### src/rtl/core/arrive_velocity_assert.svh
// Assertion macros shared by the RTL; empty bodies when SYNTH is defined.
`ifndef ARRIVE_VELOCITY_ASSERT_SVH
`define ARRIVE_VELOCITY_ASSERT_SVH
`ifndef SYNTH
// Check a property on clk_i, skipped while reset is asserted.
`define AV_ASSERT(lbl, prop) \
  lbl: assert property (@(posedge clk_i) disable iff (!rst_ni) prop) \
    else $error("arrive_velocity assertion failed");
// Check a property on clk_i, also checked during reset.
`define AV_ASSERT_NR(lbl, prop) \
  lbl: assert property (@(posedge clk_i) prop) \
    else $error("arrive_velocity reset assertion failed");
`else
`define AV_ASSERT(lbl, prop)
`define AV_ASSERT_NR(lbl, prop)
`endif
`endif

### src/rtl/core/av_pkg.sv
package av_pkg;

  localparam int unsigned PosW   = 24;
  localparam int unsigned ProdW  = 44;
  localparam int unsigned SqW    = 48;
  localparam int unsigned RootW  = 24;
  localparam int unsigned QuotW  = 25;
  localparam int unsigned DenW   = 24;
  localparam int unsigned CfgIdxW = 2;
  localparam int unsigned CfgDatW = 23;

  localparam logic [CfgIdxW-1:0] CfgTargetRadius = 2'd0;
  localparam logic [CfgIdxW-1:0] CfgSlowRadius   = 2'd1;
  localparam logic [CfgIdxW-1:0] CfgMaxSpeed     = 2'd2;

  // Sideband carried through the square-root pipeline.
  typedef struct packed {
    logic             neg_x;
    logic             neg_y;
    logic             stop;
    logic             slow;
    logic [ProdW-1:0] px;
    logic [ProdW-1:0] py;
  } side_t;

  // Per-lane flags carried through a divider.
  typedef struct packed {
    logic neg;
    logic kill;
    logic stop;
  } lane_t;

endpackage

### src/rtl/core/av_div.sv
module av_div (
  input  logic                        clk_i,
  input  logic                        rst_ni,
  input  logic                        en_i,
  input  logic                        vld_i,
  input  logic [av_pkg::ProdW-1:0]    num_i,
  input  logic [av_pkg::DenW-1:0]     den_i,
  input  av_pkg::lane_t               lane_i,
  output logic                        vld_o,
  output logic [av_pkg::QuotW-1:0]    quot_o,
  output logic                        ovf_o,
  output av_pkg::lane_t               lane_o
);
  import av_pkg::*;

  localparam int unsigned Stages = QuotW + 1;
  localparam int unsigned HiW    = ProdW - QuotW;

  logic [DenW-1:0]  r_q   [Stages];
  logic [QuotW-1:0] q_q   [Stages];
  logic [ProdW-1:0] num_q [Stages];
  logic [DenW-1:0]  den_q [Stages];
  logic             ovf_q [Stages];
  lane_t            lane_q[Stages];
  logic             vld_q [Stages];

  // Setup: the top bits must stay below the divisor or the quotient overflows.
  logic [HiW-1:0] hi;
  logic           ovf_d;
  assign hi    = num_i[ProdW-1:QuotW];
  assign ovf_d = DenW'(hi) >= den_i;

  always_ff @(posedge clk_i or negedge rst_ni) begin
    if (!rst_ni) begin
      vld_q[0] <= 1'b0;
    end else if (en_i) begin
      vld_q[0] <= vld_i;
    end
  end

  always_ff @(posedge clk_i) begin
    if (en_i) begin
      r_q[0]    <= DenW'(hi);
      q_q[0]    <= '0;
      num_q[0]  <= num_i;
      den_q[0]  <= den_i;
      ovf_q[0]  <= ovf_d;
      lane_q[0] <= lane_i;
    end
  end

  for (genvar k = 1; k < Stages; k++) begin : g_step
    localparam int unsigned Bi = QuotW - k;
    logic [DenW:0]   t;
    logic [DenW-1:0] r_d;
    logic            b;

    // Restoring step: bring down one numerator bit.
    always_comb begin
      t = {r_q[k-1], num_q[k-1][Bi]};
      if (t >= {1'b0, den_q[k-1]}) begin
        b   = 1'b1;
        r_d = DenW'(t - {1'b0, den_q[k-1]});
      end else begin
        b   = 1'b0;
        r_d = t[DenW-1:0];
      end
    end

    always_ff @(posedge clk_i or negedge rst_ni) begin
      if (!rst_ni) begin
        vld_q[k] <= 1'b0;
      end else if (en_i) begin
        vld_q[k] <= vld_q[k-1];
      end
    end

    always_ff @(posedge clk_i) begin
      if (en_i) begin
        r_q[k]    <= r_d;
        q_q[k]    <= {q_q[k-1][QuotW-2:0], b};
        num_q[k]  <= num_q[k-1];
        den_q[k]  <= den_q[k-1];
        ovf_q[k]  <= ovf_q[k-1];
        lane_q[k] <= lane_q[k-1];
      end
    end
  end

  assign vld_o  = vld_q[Stages-1];
  assign quot_o = q_q[Stages-1];
  assign ovf_o  = ovf_q[Stages-1];
  assign lane_o = lane_q[Stages-1];

endmodule

### config.mk
export PLATFORM = sky130hd
export DESIGN_NAME = av_div
export DESIGN_NICKNAME = d
export VERILOG_FILES = /design/src/rtl/core/arrive_velocity_assert.svh /design/src/rtl/core/av_pkg.sv /design/src/rtl/core/av_div.sv
export SDC_FILE = /design/constraint.sdc
export NUM_CORES = 2
export LEC_CHECK = 0
export BUFFER_PORTS_ARGS = -buffer_cell sky130_fd_sc_hd__buf_4
export CORE_MARGIN = 1.5
export CORE_UTILIZATION = 55
export CTS_CLUSTER_SIZE = 8
export DETAILED_ROUTE_END_ITERATION = 7
export PLACE_DENSITY = 0.74
export SLEW_MARGIN = 25
export SYNTH_ARGS = -nofsm -noshare
export SYNTH_HDL_FRONTEND = slang
export SYNTH_SLANG_ARGS = --single-unit
export TNS_END_PERCENT = 50
### constraint.sdc
create_clock -name clk_i -period 3.3 [get_ports clk_i]
set_clock_uncertainty 0.15 [all_clocks]
set_input_delay 0.165 -clock clk_i [delete_from_list [all_inputs] [get_ports clk_i]]
set_output_delay 0.165 -clock clk_i [all_outputs]
set_load 0.02 [all_outputs]
# Word level (Yosys, flattened, before mapping)
# Memory sizes are Yosys's and may differ from the RTL's.
# Cells that the tools add are included.
dict set report op_classes {
  addsub 25
  order_cmp 26
  mux 52
}
# operator count
set ops {}
lappend ops {{greater-or-equal comparator 25 x 24 -> 1 bit} 25}
lappend ops {{two-way mux 24 bit} 25}
lappend ops {{subtractor 24 bit} 25}
lappend ops {{two-way mux 1 bit} 27}
lappend ops {{greater-or-equal comparator 19 x 24 -> 1 bit} 1}
dict set report totals {
  register_bits 26
  ram_bits 3146
  in_bits 75
  output_inout_bits 30
  wordCells 135
  n_memories 6
}
# name depth width read_ports rd_ports_with_merged_regs wr line
set mem_list {}
lappend mem_list {num_q 26 44 25 0 26 av_div.sv:21} ;# logic [ProdW-1:0] num_q [Stages];
lappend mem_list {q_q 26 25 26 0 26 av_div.sv:20} ;# logic [QuotW-1:0] q_q [Stages];
lappend mem_list {den_q 26 24 25 0 26 av_div.sv:22} ;# logic [DenW-1:0] den_q [Stages];
lappend mem_list {r_q 26 24 25 0 26 av_div.sv:19} ;# logic [DenW-1:0] r_q [Stages];
lappend mem_list {lane_q 26 3 26 0 26 av_div.sv:24} ;# lane_t lane_q[Stages];
lappend mem_list {ovf_q 26 1 26 0 26 av_div.sv:23} ;# logic ovf_q [Stages];

# Logic depth before layout (Yosys ltp)
dict set report depth {
  depth_word 2
  depth_mapped 15
  mapped_depth_nobuf 13
}

# Worst setup path after synthesis
# No wires, ideal clock.
dict set report synth_path {
  kind {reg2reg}
  startpoint {memory den_q[7][1] (netlist: den_q[1][73])}
  endpoint {memory r_q[8][10] (netlist: r_q[4][10]), data pin}
  setup_time_ns 0.260
  t_arrival_ns 3.117
  t_required_ns 2.890
  slack_ns -0.227
  path_stages_with_launch 15
  n_path_buf 2
  synth_period_minus_slack_ns 3.527
  path_cell_list {edfxtp_1 inv_1 ha_1 nor2b_4 o211ai_2 a41oi_1 or4b_1 a221oi_2 o211ai_1 a21oi_2 o21a_1 a21o_1 buf_6 buf_8 mux2_2}
}
# item line
set synth_lines {}
lappend synth_lines {{start: declaration} av_div.sv:22}
lappend synth_lines {{end: declaration} av_div.sv:19}

==> results_dict.tcl <==
set metrics [dict create \
    cts_tree "built" \
    worst_setup_path_end_kind "flip-flop" \
    status "finished with violations" \
    use_met3 0.03550 \
    route.detailed.drc 0 \
    synth_edf_count 1949 \
    tns_ns -41.42 \
    fp.dieW_um 421.2 \
    viasPerCell 5.645 \
    htree_levels 5 \
    crit_chain "inv_2 > ha_4 > nor2b_4 > o31a_1 > o21ai_4 > a21oi_4 > nor3_4 > a31oi_4 > a211oi_2 > o21bai_1 > a211o_4 > buf_12 > buf_16 > mux2_2" \
    powerDensity_nw_per_um2 947.2 \
    grt_max_degree 99 \
    global_route.usage.met2 0.4284 \
    cts_buffers 297 \
    ant_nets 0 \
    grtUsageMet1 0.2901 \
    grt_pass1_vias 64400 \
    drv_cap 0 \
    synth_nets 8054 \
    worst_pin_slew_ns 0.9417 \
    cts.sinks 1975 \
    die-area_um2 177400 \
    p_leak_nw 50.28 \
    clockBufferDepth 4 \
    wire_per_inst_um 19.87 \
    first_iter_violations 4767 \
    syn_inst 7340 \
    routed_wl_um 223400 \
    preCtsSetupSlack_ns -0.4879 \
    final_area_um2 121800 \
    synth_ff_type "edfxtp_1" \
    drive_gt1_frac 0.2653 \
    ios 105 \
    relSlewSlack 0.3722 \
    period_needed_ns 3.572 \
    crit_family "compound AO/OA/AOI/OAI gates" \
    die_h_um 421.2 \
    grtUsageTotal 0.2405 \
    root_buffer "clkbuf_16" \
    slew_violations 0 \
    core_area_um2 173800 \
    ys_seq_area_frac 0.6153 \
    cp-start-kind "flip-flop" \
    dpl_cell_area_um2 106400 \
    grt_pass1_wl_um 340700 \
    cp_data_arrival_time_ns 4.06 \
    routabilityCongestion 0.9483 \
    synth_top_cell_by_area "edfxtp_1" \
    grt.busiest_layer "met2" \
    period_share 1.083 \
    multi_input_area_um2 36580 \
    antenna_cells 0 \
    yosysUniqueCellTypes 99 \
    async_flop_share 0.01316 \
    fin_ws_ns -0.2723 \
    cp.buffers_inverters 3 \
    syn_area_um2 96170 \
    fp-row-count 153 \
    portBuffers 104 \
    synth_seq_cells 1975 \
    syn_avg_cell_area_um2 13.10 \
    area_growth_pct 26.63 \
    worstSetupPathType "reg2reg" \
    worstPathRequired_ns 3.78 \
    crit_path_max_incr_delay_ns 0.43 \
    drt_first_pass_iters 6 \
    final_nets 9604 \
    rsz0062_at_grt "yes" \
    timing.hold.ws_ns 0.07994 \
    cp_max_fo 6 \
    yosysMostFrequentCell "edfxtp_1" \
    regArea_um2 59180 \
    initial_utilization 0.5533 \
    yosys-top-cells-count "1949 x edfxtp_1, 765 x inv_1, 615 x ha_1, 492 x a21oi_1, 396 x nand2_1" \
    antenna_found_initial 0 \
    clk_pin_slew_ns 0.05 \
    setup_violations 298 \
    yosys-top-cells-area "edfxtp_1 61%, ha_1 8.0%, mux2_2 3.9%" \
    synth_warnings 0 \
    num-fill-cells 11470 \
    ir_worst_vdd_v 0.0007440 \
    clk_latency_ns 0.91 \
    dp_hpwl_um 145300 \
    synth_top_cell_area_share 0.6085 \
    vias 63470 \
    worstHoldPathType "in2reg" \
    finalHoldViolCount 0 \
    overflow 0 \
    violations "negative setup slack" \
    critPathSlowestCell "a211o_4" \
    max_freq_mhz 279.9 \
]
## worst reg2reg max path: cells and delay by family (launching register included)
kind            cells  cell delay, ns
mux                 1            0.27
buf+inv             3            0.41
fa+ha+maj           1            0.20
flops               1            0.41
simple gates        2            0.32
compound gates      7            1.57
## routing by layer
metal,part of all wire,up-vias
met5,0,-
met4,0.041,0
met3,0.046,589
met2,0.51,1768
met1,0.40,30990
li1,-,30120
## cells in the final DEF (no fill, tap or decap), types with 35 or more instances in the layout
cell,count
dlygate4sd3_1,148
mux2i_1,42
nand4_1,76
edfxtp_1,1949
o21bai_1,54
xor2_1,166
a31oi_1,35
mux2_4,138
and3_1,41
nand3_1,82
nand2b_1,74
mux2_2,223
buf_12,68
buf_4,1087
o21ai_0,292
nor3_1,76
ha_4,51
clkbuf_16,317
xnor2_1,302
buf_6,45
a21oi_1,426
nand2_1,386
ha_1,547
o21ai_2,46
a21o_1,239
nor2_1,321
inv_1,737
o21ai_1,57
a21oi_2,58
nor2b_1,79
o21a_1,86
## cells by family (layout without fill, tap and decap cells)
group / count (synthesis) / in the layout / synth area share
simple gates: 1336 / 1336 / 0.06709
compound gates: 1617 / 1617 / 0.1057
fa+ha+maj: 639 / 639 / 0.08501
xor+xnor: 468 / 468 / 0.04262
buf+inv: 901 / 2479 / 0.03753
mux: 404 / 404 / 0.04674
flops: 1975 / 1975 / 0.6153
## metrics by stage
stage / util / power [mW] / instances
final: 0.7007 / 115.4 / 11240
after floorplan: - / 66.03 / 7340
after CTS: 0.6826 / 111.2 / 11100
after global placement: 0.6122 / 79.39 / 10480
after detailed placement: 0.6122 / 80.56 / 10480
after global routing: 0.7007 / 121.6 / 11240
## report_power, final
group          switching [mW]  internal (mW)  total [mW]
Clock                    9.94           16.2        26.2
Combinational            24.6           26.3        50.9
Sequential               3.29           35.0        38.3
Total                    37.8           77.6         115
## cell type report
cell class	instances	share of cell area
flip-flops and latches	1975	0.4859
multi-input cells	4464	0.3004
well taps	2325	0.02389
inverters	765	0.02363
clock inverters	7	0.0006370
clock buffers	320	0.06313
repair buffers	1387	0.1025
## worst paths after layout
path	startpoint	endpoint	slack [ns]	cells after the start
worst max-delay path	den_q[1][25]	r_q[3][18]	-0.27	14
worst min-delay path	den_i[20]	ovf_q[0]	0.08	4
worst max register to register	den_q[1][25]	r_q[3][18]	-0.27	14
worst min register to register	lane_q[1][8]	lane_q[1][11]	0.24	0
max in group asynchronous	rst_ni	vld_q[16]	2.68	4
min in group asynchronous	rst_ni	vld_q[22]	0.17	4
## flip-flops by register name (all words and copies together), names as in the netlist
signal  cells
num_q     344
q_q       325
lane_q     78
den_q     600
vld_q      25
vld_o       1
r_q       576
ovf_q      26
## what timing repair did
action | in CTS | in global routing
hold buffers | 149 | 0
endpoints found under the setup margin | 531 | 574
resized for setup | 344 | 471
buffers inserted | 118 | 143
hold endpoints to repair | 395 | 0
pin swaps | 139 | 218
cloned | 27 | 17
Note: power is estimated with default switching activity, not from simulation.
