<file path="src/rtl/core/arrive_velocity_assert.svh">
// Assertion macros shared by the RTL; empty bodies when SYNTH is defined.
`ifndef ARRIVE_VELOCITY_ASSERT_SVH
`define ARRIVE_VELOCITY_ASSERT_SVH
`ifndef SYNTH
// Check a property on clk_i, skipped while reset is asserted.
`define AV_ASSERT(lbl, prop) \
  lbl: assert property (@(posedge clk_i) disable iff (!rst_ni) prop) \
    else $error("arrive_velocity assertion failed");
// Check a property on clk_i, also checked during reset.
`define AV_ASSERT_NR(lbl, prop) \
  lbl: assert property (@(posedge clk_i) prop) \
    else $error("arrive_velocity reset assertion failed");
`else
`define AV_ASSERT(lbl, prop)
`define AV_ASSERT_NR(lbl, prop)
`endif
`endif

</file>
<file path="src/rtl/core/av_pkg.sv">
package av_pkg;

  localparam int unsigned PosW   = 24;
  localparam int unsigned ProdW  = 44;
  localparam int unsigned SqW    = 48;
  localparam int unsigned RootW  = 24;
  localparam int unsigned QuotW  = 25;
  localparam int unsigned DenW   = 24;
  localparam int unsigned CfgIdxW = 2;
  localparam int unsigned CfgDatW = 23;

  localparam logic [CfgIdxW-1:0] CfgTargetRadius = 2'd0;
  localparam logic [CfgIdxW-1:0] CfgSlowRadius   = 2'd1;
  localparam logic [CfgIdxW-1:0] CfgMaxSpeed     = 2'd2;

  // Sideband carried through the square-root pipeline.
  typedef struct packed {
    logic             neg_x;
    logic             neg_y;
    logic             stop;
    logic             slow;
    logic [ProdW-1:0] px;
    logic [ProdW-1:0] py;
  } side_t;

  // Per-lane flags carried through a divider.
  typedef struct packed {
    logic neg;
    logic kill;
    logic stop;
  } lane_t;

endpackage

</file>
<file path="src/rtl/core/av_sqrt.sv">
module av_sqrt (
  input  logic                        clk_i,
  input  logic                        rst_ni,
  input  logic                        en_i,
  input  logic                        vld_i,
  input  logic [av_pkg::SqW-1:0]      sq_i,
  input  av_pkg::side_t               side_i,
  output logic                        vld_o,
  output logic [av_pkg::RootW-1:0]    root_o,
  output av_pkg::side_t               side_o
);
  import av_pkg::*;

  localparam int unsigned Steps = RootW;

  logic [SqW-1:0] n_q    [Steps];
  logic [SqW-1:0] root_q [Steps];
  side_t          side_q [Steps];
  logic           vld_q  [Steps];

  for (genvar k = 0; k < Steps; k++) begin : g_step
    localparam logic [SqW-1:0] Bit = SqW'(1) << (SqW - 2 - 2 * k);
    logic [SqW-1:0] n_in, r_in, sum, n_d, r_d;
    logic           v_in;
    side_t          s_in;

    if (k == 0) begin : g_first
      assign n_in = sq_i;
      assign r_in = '0;
      assign v_in = vld_i;
      assign s_in = side_i;
    end else begin : g_next
      assign n_in = n_q[k-1];
      assign r_in = root_q[k-1];
      assign v_in = vld_q[k-1];
      assign s_in = side_q[k-1];
    end

    // One root bit per stage: subtract when the trial fits.
    always_comb begin
      sum = r_in + Bit;
      if (n_in >= sum) begin
        n_d = n_in - sum;
        r_d = (r_in >> 1) + Bit;
      end else begin
        n_d = n_in;
        r_d = r_in >> 1;
      end
    end

    always_ff @(posedge clk_i or negedge rst_ni) begin
      if (!rst_ni) begin
        vld_q[k] <= 1'b0;
      end else if (en_i) begin
        vld_q[k] <= v_in;
      end
    end

    always_ff @(posedge clk_i) begin
      if (en_i) begin
        n_q[k]    <= n_d;
        root_q[k] <= r_d;
        side_q[k] <= s_in;
      end
    end
  end

  assign vld_o  = vld_q[Steps-1];
  assign root_o = root_q[Steps-1][RootW-1:0];
  assign side_o = side_q[Steps-1];

endmodule

</file>
<file path="config.mk">
export PLATFORM = sky130hd
export DESIGN_NAME = av_sqrt
export DESIGN_NICKNAME = d
export VERILOG_FILES = /design/src/rtl/core/arrive_velocity_assert.svh /design/src/rtl/core/av_pkg.sv /design/src/rtl/core/av_sqrt.sv
export SDC_FILE = /design/constraint.sdc
export NUM_CORES = 2
export LEC_CHECK = 0
export BUFFER_PORTS_ARGS = -buffer_cell sky130_fd_sc_hd__buf_2
export CORE_MARGIN = 8
export CORE_UTILIZATION = 38
export CTS_BUF_LIST = sky130_fd_sc_hd__clkbuf_16
export DETAILED_ROUTE_END_ITERATION = 8
export HOLD_SLACK_MARGIN = 0.1
export PLACE_DENSITY = 0.53
export SYNTH_ARGS = -nofsm -noshare
export SYNTH_HDL_FRONTEND = slang
export SYNTH_MEMORY_MAX_BITS = 65536
export SYNTH_SLANG_ARGS = --single-unit
</file>
<file path="constraint.sdc">
create_clock -name clk_i -period 3.9 [get_ports clk_i]
set_input_delay 0.39 -clock clk_i [delete_from_list [all_inputs] [get_ports clk_i]]
set_output_delay 0.39 -clock clk_i [all_outputs]
set_load 0.02 [all_outputs]
</file>
### Word-level counts from Yosys, hierarchy flattened

Memory sizes are Yosys's and may differ from the RTL's.
Index checks and enable logic that the tools add are counted.

| storage, ports and cells | value |
|---|---|
| bits of input ports | 144 |
| word-level logic and storage cells | 171 |
| output and inout bits | 117 |
| register bits after elaboration | 24 |
| memories | 3 |
| memory bits (writable) | 4,512 |

Memory list:

| memory | words | bits a word | read ports | clocked after Yosys merged registers in | wr ports | line | source |
|---|---|---|---|---|---|---|---|
| side_q | 24 | 92 | 24 | 0 | 24 | av_sqrt.sv:18 | `side_t side_q [Steps];` |
| n_q | 24 | 48 | 23 | 0 | 24 | av_sqrt.sv:16 | `logic [SqW-1:0] n_q [Steps];` |
| root_q | 24 | 48 | 24 | 0 | 24 | av_sqrt.sv:17 | `logic [SqW-1:0] root_q [Steps];` |

| operators by class | value |
|---|---|
| $add $sub $neg | 70 |
| order comparisons | 24 |
| multiplexer cells | 50 |

Operators by type and width:

| operator | count |
|---|---|
| 2-to-1 mux 48 bit | 47 |
| greater-or-equal comparator 48 bit | 23 |
| subtractor 48 bit | 23 |
| adder 47 x 1 -> 48 bit (second input constant) | 1 |
| adder 47 x 11 -> 48 bit (second input constant) | 1 |
| adder 47 x 13 -> 48 bit (second input constant) | 1 |
| adder 47 x 15 -> 48 bit (second input constant) | 1 |
| adder 47 x 17 -> 48 bit (second input constant) | 1 |
| adder 47 x 19 -> 48 bit (second input constant) | 1 |
| adder 47 x 21 -> 48 bit (second input constant) | 1 |
| adder 47 x 23 -> 48 bit (second input constant) | 1 |
| adder 47 x 25 -> 48 bit (second input constant) | 1 |
| adder 47 x 27 -> 48 bit (second input constant) | 1 |
| adder 47 x 29 -> 48 bit (second input constant) | 1 |
| adder 47 x 3 -> 48 bit (second input constant) | 1 |
| adder 47 x 31 -> 48 bit (second input constant) | 1 |
| adder 47 x 33 -> 48 bit (second input constant) | 1 |
| adder 47 x 35 -> 48 bit (second input constant) | 1 |
| adder 47 x 37 -> 48 bit (second input constant) | 1 |
| adder 47 x 39 -> 48 bit (second input constant) | 1 |
| adder 47 x 41 -> 48 bit (second input constant) | 1 |
| adder 47 x 43 -> 48 bit (second input constant) | 1 |
| adder 47 x 45 -> 48 bit (second input constant) | 1 |
| adder 47 x 5 -> 48 bit (second input constant) | 1 |
| 29 further kinds | 30 |

### Longest topological paths before layout

An unclocked memory read counts as a cell.

| depth | value |
|---|---|
| depth in word-level cells | 4 |
| mapped depth | 13 |
| depth with buffers taken out | 12 |

### Worst setup path before layout

No wires, ideal clock.

| path | value |
|---|---|
| path type | flip-flop to flip-flop |
| start | memory n_q[21][25], in the netlist n_q[2][265] |
| end | memory n_q[22][42], in the netlist n_q[2][330] (data pin) |
| data required time | 3.642 ns |
| arrival time | 3.115 ns |
| setup slack | 0.527 ns |
| cell stages (with the launch flop) | 12 |
| library setup time | 0.258 ns |
| clock period less this slack | 3.373 ns |
| path through | edfxtp_1 > ha_1 > buf_4 > nand3b_4 > or3_4 > or4_1 > o21ai_1 > or4_1 > o221ai_2 > nor4b_4 > or4b_1 > xnor2_1 |

RTL lines:

| what | line |
|---|---|
| from (decl) | av_sqrt.sv:16 |

==> results.sh <==
export IMPL_clock_tree_buffer_depth=4
export IMPL_reg2reg_setup_slack_ps=230
export IMPL_postPlaceCellArea_mm2=0.142
export IMPL_final_setup_violation_count=0
export IMPL_worstReg2RegEnd="n_q[2][271]$_DFFE_PP_"
export IMPL_synthTopCellsByArea="edfxtp_1 (81%), ha_1 (3.0%), xor2_1 (1.6%)"
export IMPL_grt_first_pass_wirelength_um=351000
export IMPL_postSynthRegisterBits=3636
export IMPL_synth_xor_xnor_area_share_pct=3.10
export IMPL_grt_usage_pct=11.5
export IMPL_ant_nets=0
export IMPL_outcome="complete, no violations"
export IMPL_ys_top_cells_by_count="edfxtp_1 (3,612), inv_1 (403), nand2_1 (368)"
export IMPL_post_route_cells_drive_above_1_share_pct=12.2
export IMPL_timing_final_max_slew_violations=0
export IMPL_fp_coreArea_mm2=0.349
export IMPL_postLayoutCellArea_mm2=0.156
export IMPL_path_clk_slew_ps=60
export IMPL_detailroute_via_count=62700
export IMPL_kind_of_end_point_of_the_critical_path="register"
export IMPL_wl_um=220000
export IMPL_fin_tns_setup_ps=0
export IMPL_post_synth_mux_area_share_pct=0.516
export IMPL_worst_clock_skew_ps=78.2
export IMPL_min_to="side_q[0][42]$_DFFE_PP_"
export IMPL_met2WireLength_um=114000
export IMPL_yosys_area_share_adder_pct=3.02
export IMPL_worst_hold_startpoint="side_i[42]"
export IMPL_fmax_mhz=273
export IMPL_synth_top_family_by_area="simple AND/OR/NAND/NOR gates"
export IMPL_synth_main_ff_cell="edfxtp_1"
export IMPL_data_arrival_time_of_the_critical_path_ps=4310
export IMPL_avgViaCountPerCell=4.74
export IMPL_mappedNetlistNets=7888
export IMPL_maxSlewHeadroom_pct=26.5
export IMPL_final_hold_violation_count=0
export IMPL_holdCritPathClass="input port to register"
export IMPL_io_pins=261
export IMPL_hpwl_um=144000
export IMPL_critical_path_max_fanout=6
export IMPL_met3_length_um=8870
export IMPL_netlist_instances=7422
export IMPL_worst_slew_pin_transition_ps=1090
export IMPL_finalCoreUtilization_pct=44.7
export IMPL_async_reset_ff_share_pct=0.660
export IMPL_worstReg2RegStart="n_q[2][199]$_DFFE_PP_"
export IMPL_hold_path_cell_count=2
export IMPL_startpoint_type_of_the_worst_setup_path="register"
export IMPL_post_synth_num_cell_types=87
export IMPL_grt_start_max_net_pins=176
export IMPL_synth_avg_cell_area_um2=18.0
export IMPL_yosysTopAreaCell="edfxtp_1"
export IMPL_die_h_um=609
export IMPL_power_density_mw_per_mm2=593
export IMPL_clk_insertion_delay_late_ps=930
export IMPL_ys_warnings_count=0
export IMPL_grt_overflow=0
export IMPL_initial_utilization_pct=38.2
export IMPL_drt_first_pass_iters=7
export IMPL_cts_sinks=3636
export IMPL_syn_area_mm2=0.133
export IMPL_number_of_max_cap_violations=0
export IMPL_area_growth_from_synthesis_to_layout_pct=17.0
export IMPL_synth_top_area_share_pct=81.3
export IMPL_post_synth_top_count_cell="edfxtp_1"
export IMPL_yosys_area_share_simple_pct=5.66
export IMPL_cp_data_required_time_ps=4550
export IMPL_die_width_um=609
export IMPL_p_leak_nw=55.8
export IMPL_grt_antenna_before_repair=1
export IMPL_synth_edf_count=3612
export IMPL_vias_in_the_first_global_route=65700
export IMPL_tritoncts="built"
export IMPL_place_congestion=0.878
export IMPL_route_top_layer_used="met4"
export IMPL_drt_iter0_drc=3967
export IMPL_irDropWorstVdd_mv=0.384
export IMPL_synth_compound_gate_area_share_pct=4.58
export IMPL_cts_htree_levels=5
export IMPL_m1WireLength_um=87900
export IMPL_port_buffers=260
export IMPL_sequential_cell_area_fraction_in_the_yosys_report_pct=81.7
export IMPL_cts_made_buffers=384
export IMPL_finalCriticalPeriod_ps=3670
export IMPL_type_of_the_setup_path_with_the_least_slack="register to register"
export IMPL_worst_r2r_cell_count=10
export IMPL_dieArea_mm2=0.370
export IMPL_cts_root_buffer_cell="clkbuf_16"
export IMPL_routed_wire_length_per_instance_um=16.6
export IMPL_fin_crit_sh_pct=94.0
export IMPL_fin_nets=8802
export IMPL_drc=0
export IMPL_placementRows=217
worst max-delay path: stages (launching register included):
cell	delay, ps
edfxtp_1	400
ha_1	270
or3_1	380
o22a_1	250
a21oi_1	280
o21ai_0	290
a21oi_1	340
o211ai_1	290
or3_1	420
or3_1	340
xnor2_1	130
sequential cells by signal, summed over array words and instances, names as in the netlist:
| signal | count |
|---|---|
| g_step.v_in | 23 |
| n_q | 1104 |
| root_q | 300 |
| side_q | 2208 |
| vld_o | 1 |
metrics by stage:
step | total power, W | hold WS, ps | instances | worst slack [ps]
after floorplan | 0.0546 | 94.4 | 7422 | 527
after global placement | 0.0578 | 388 | 12300 | 2.56
after detailed placement | 0.0581 | 404 | 12300 | -20.4
after CTS | 0.0941 | 100 | 13200 | 34.2
after global routing | 0.0968 | 133 | 13200 | -16.4
final | 0.0926 | 209 | 13200 | 232
how the worst max path moves through the flow:
stage                     startpoint                     to  slack (ps)  cells past startpoint
6_report       n_q[2][199]$_DFFE_PP_  n_q[2][271]$_DFFE_PP_         230                     10
3_3_place_gp   n_q[2][207]$_DFFE_PP_  n_q[2][284]$_DFFE_PP_           3                     11
3_5_place_dp   n_q[2][207]$_DFFE_PP_  n_q[2][284]$_DFFE_PP_         -20                     11
5_1_grt        n_q[2][201]$_DFFE_PP_  n_q[2][271]$_DFFE_PP_         -20                     12
2_1_floorplan  n_q[2][265]$_DFFE_PP_  n_q[2][330]$_DFFE_PP_         530                     11
4_1_cts        n_q[2][203]$_DFFE_PP_  n_q[2][271]$_DFFE_PP_          30                     12
where the power goes:
group,switching (W),total [W],internal (W)
Combinational,0.00510,0.00866,0.00356
Clock,0.0148,0.0351,0.0204
Sequential,0.00176,0.0488,0.0471
Total,0.0216,0.0926,0.0710
per-layer routing:
metal	track usage [%]	vias to the layer above
met5	0	-
met4	4.93	0
met3	2.28	561
met2	21.1	1173
met1	12.9	30500
li1	-	30500
kinds of logic after synthesis:
| logic type | after synthesis |
|---|---|
| AOI/OAI and AO/OA | 981 |
| xor gates and xnor gates | 472 |
| adders and majority gates | 322 |
| buffers and inverters | 491 |
| DFF | 3636 |
| muxes | 62 |
| and+or+nand+nor | 1458 |
area by class of cell:
| type | instances | area, um^2 |
|---|---|---|
| clock buffer | 386 | 9660 |
| multi-input combinational | 3295 | 22600 |
| antenna | 2 | 5.00 |
| tap | 4599 | 5750 |
| clock inverter | 303 | 2760 |
| timing repair buffer | 615 | 4890 |
| sequential | 3636 | 109000 |
| inverter | 404 | 1520 |
| fill | 29700 | 193000 |
cells in the final DEF, fill, tap and decap left out, types with 34 or more instances in the layout:
master and n:
nand4_1 72, dlygate4sd3_1 214, ha_1 322, or3_1 58
clkinv_1 83, bufinv_16 34, clkbuf_16 386, a21oi_1 266
clkinv_2 63, nor3_1 121, nand2_1 368, xor2_1 248
o31ai_1 39, nor2b_1 43, mux2_2 50, a21o_1 98
nor4_1 198, o21a_1 74, buf_4 111, nor2_1 286
o21ai_0 280, edfxtp_1 3612, inv_1 470, xnor2_1 224
or4_1 40, nand2b_1 57, a31oi_1 36, nand3_1 73
buf_2 259
repair_timing:
action,4_1_cts,5_1_grt
endpoints found under the hold margin,187,0
gates resized for setup,0,2
cloned,0,0
endpoints found under the setup margin,3,7
pin swaps,1,0
hold buffers,214,0
setup buffers,1,3
(Power assumes the default switching activity.)
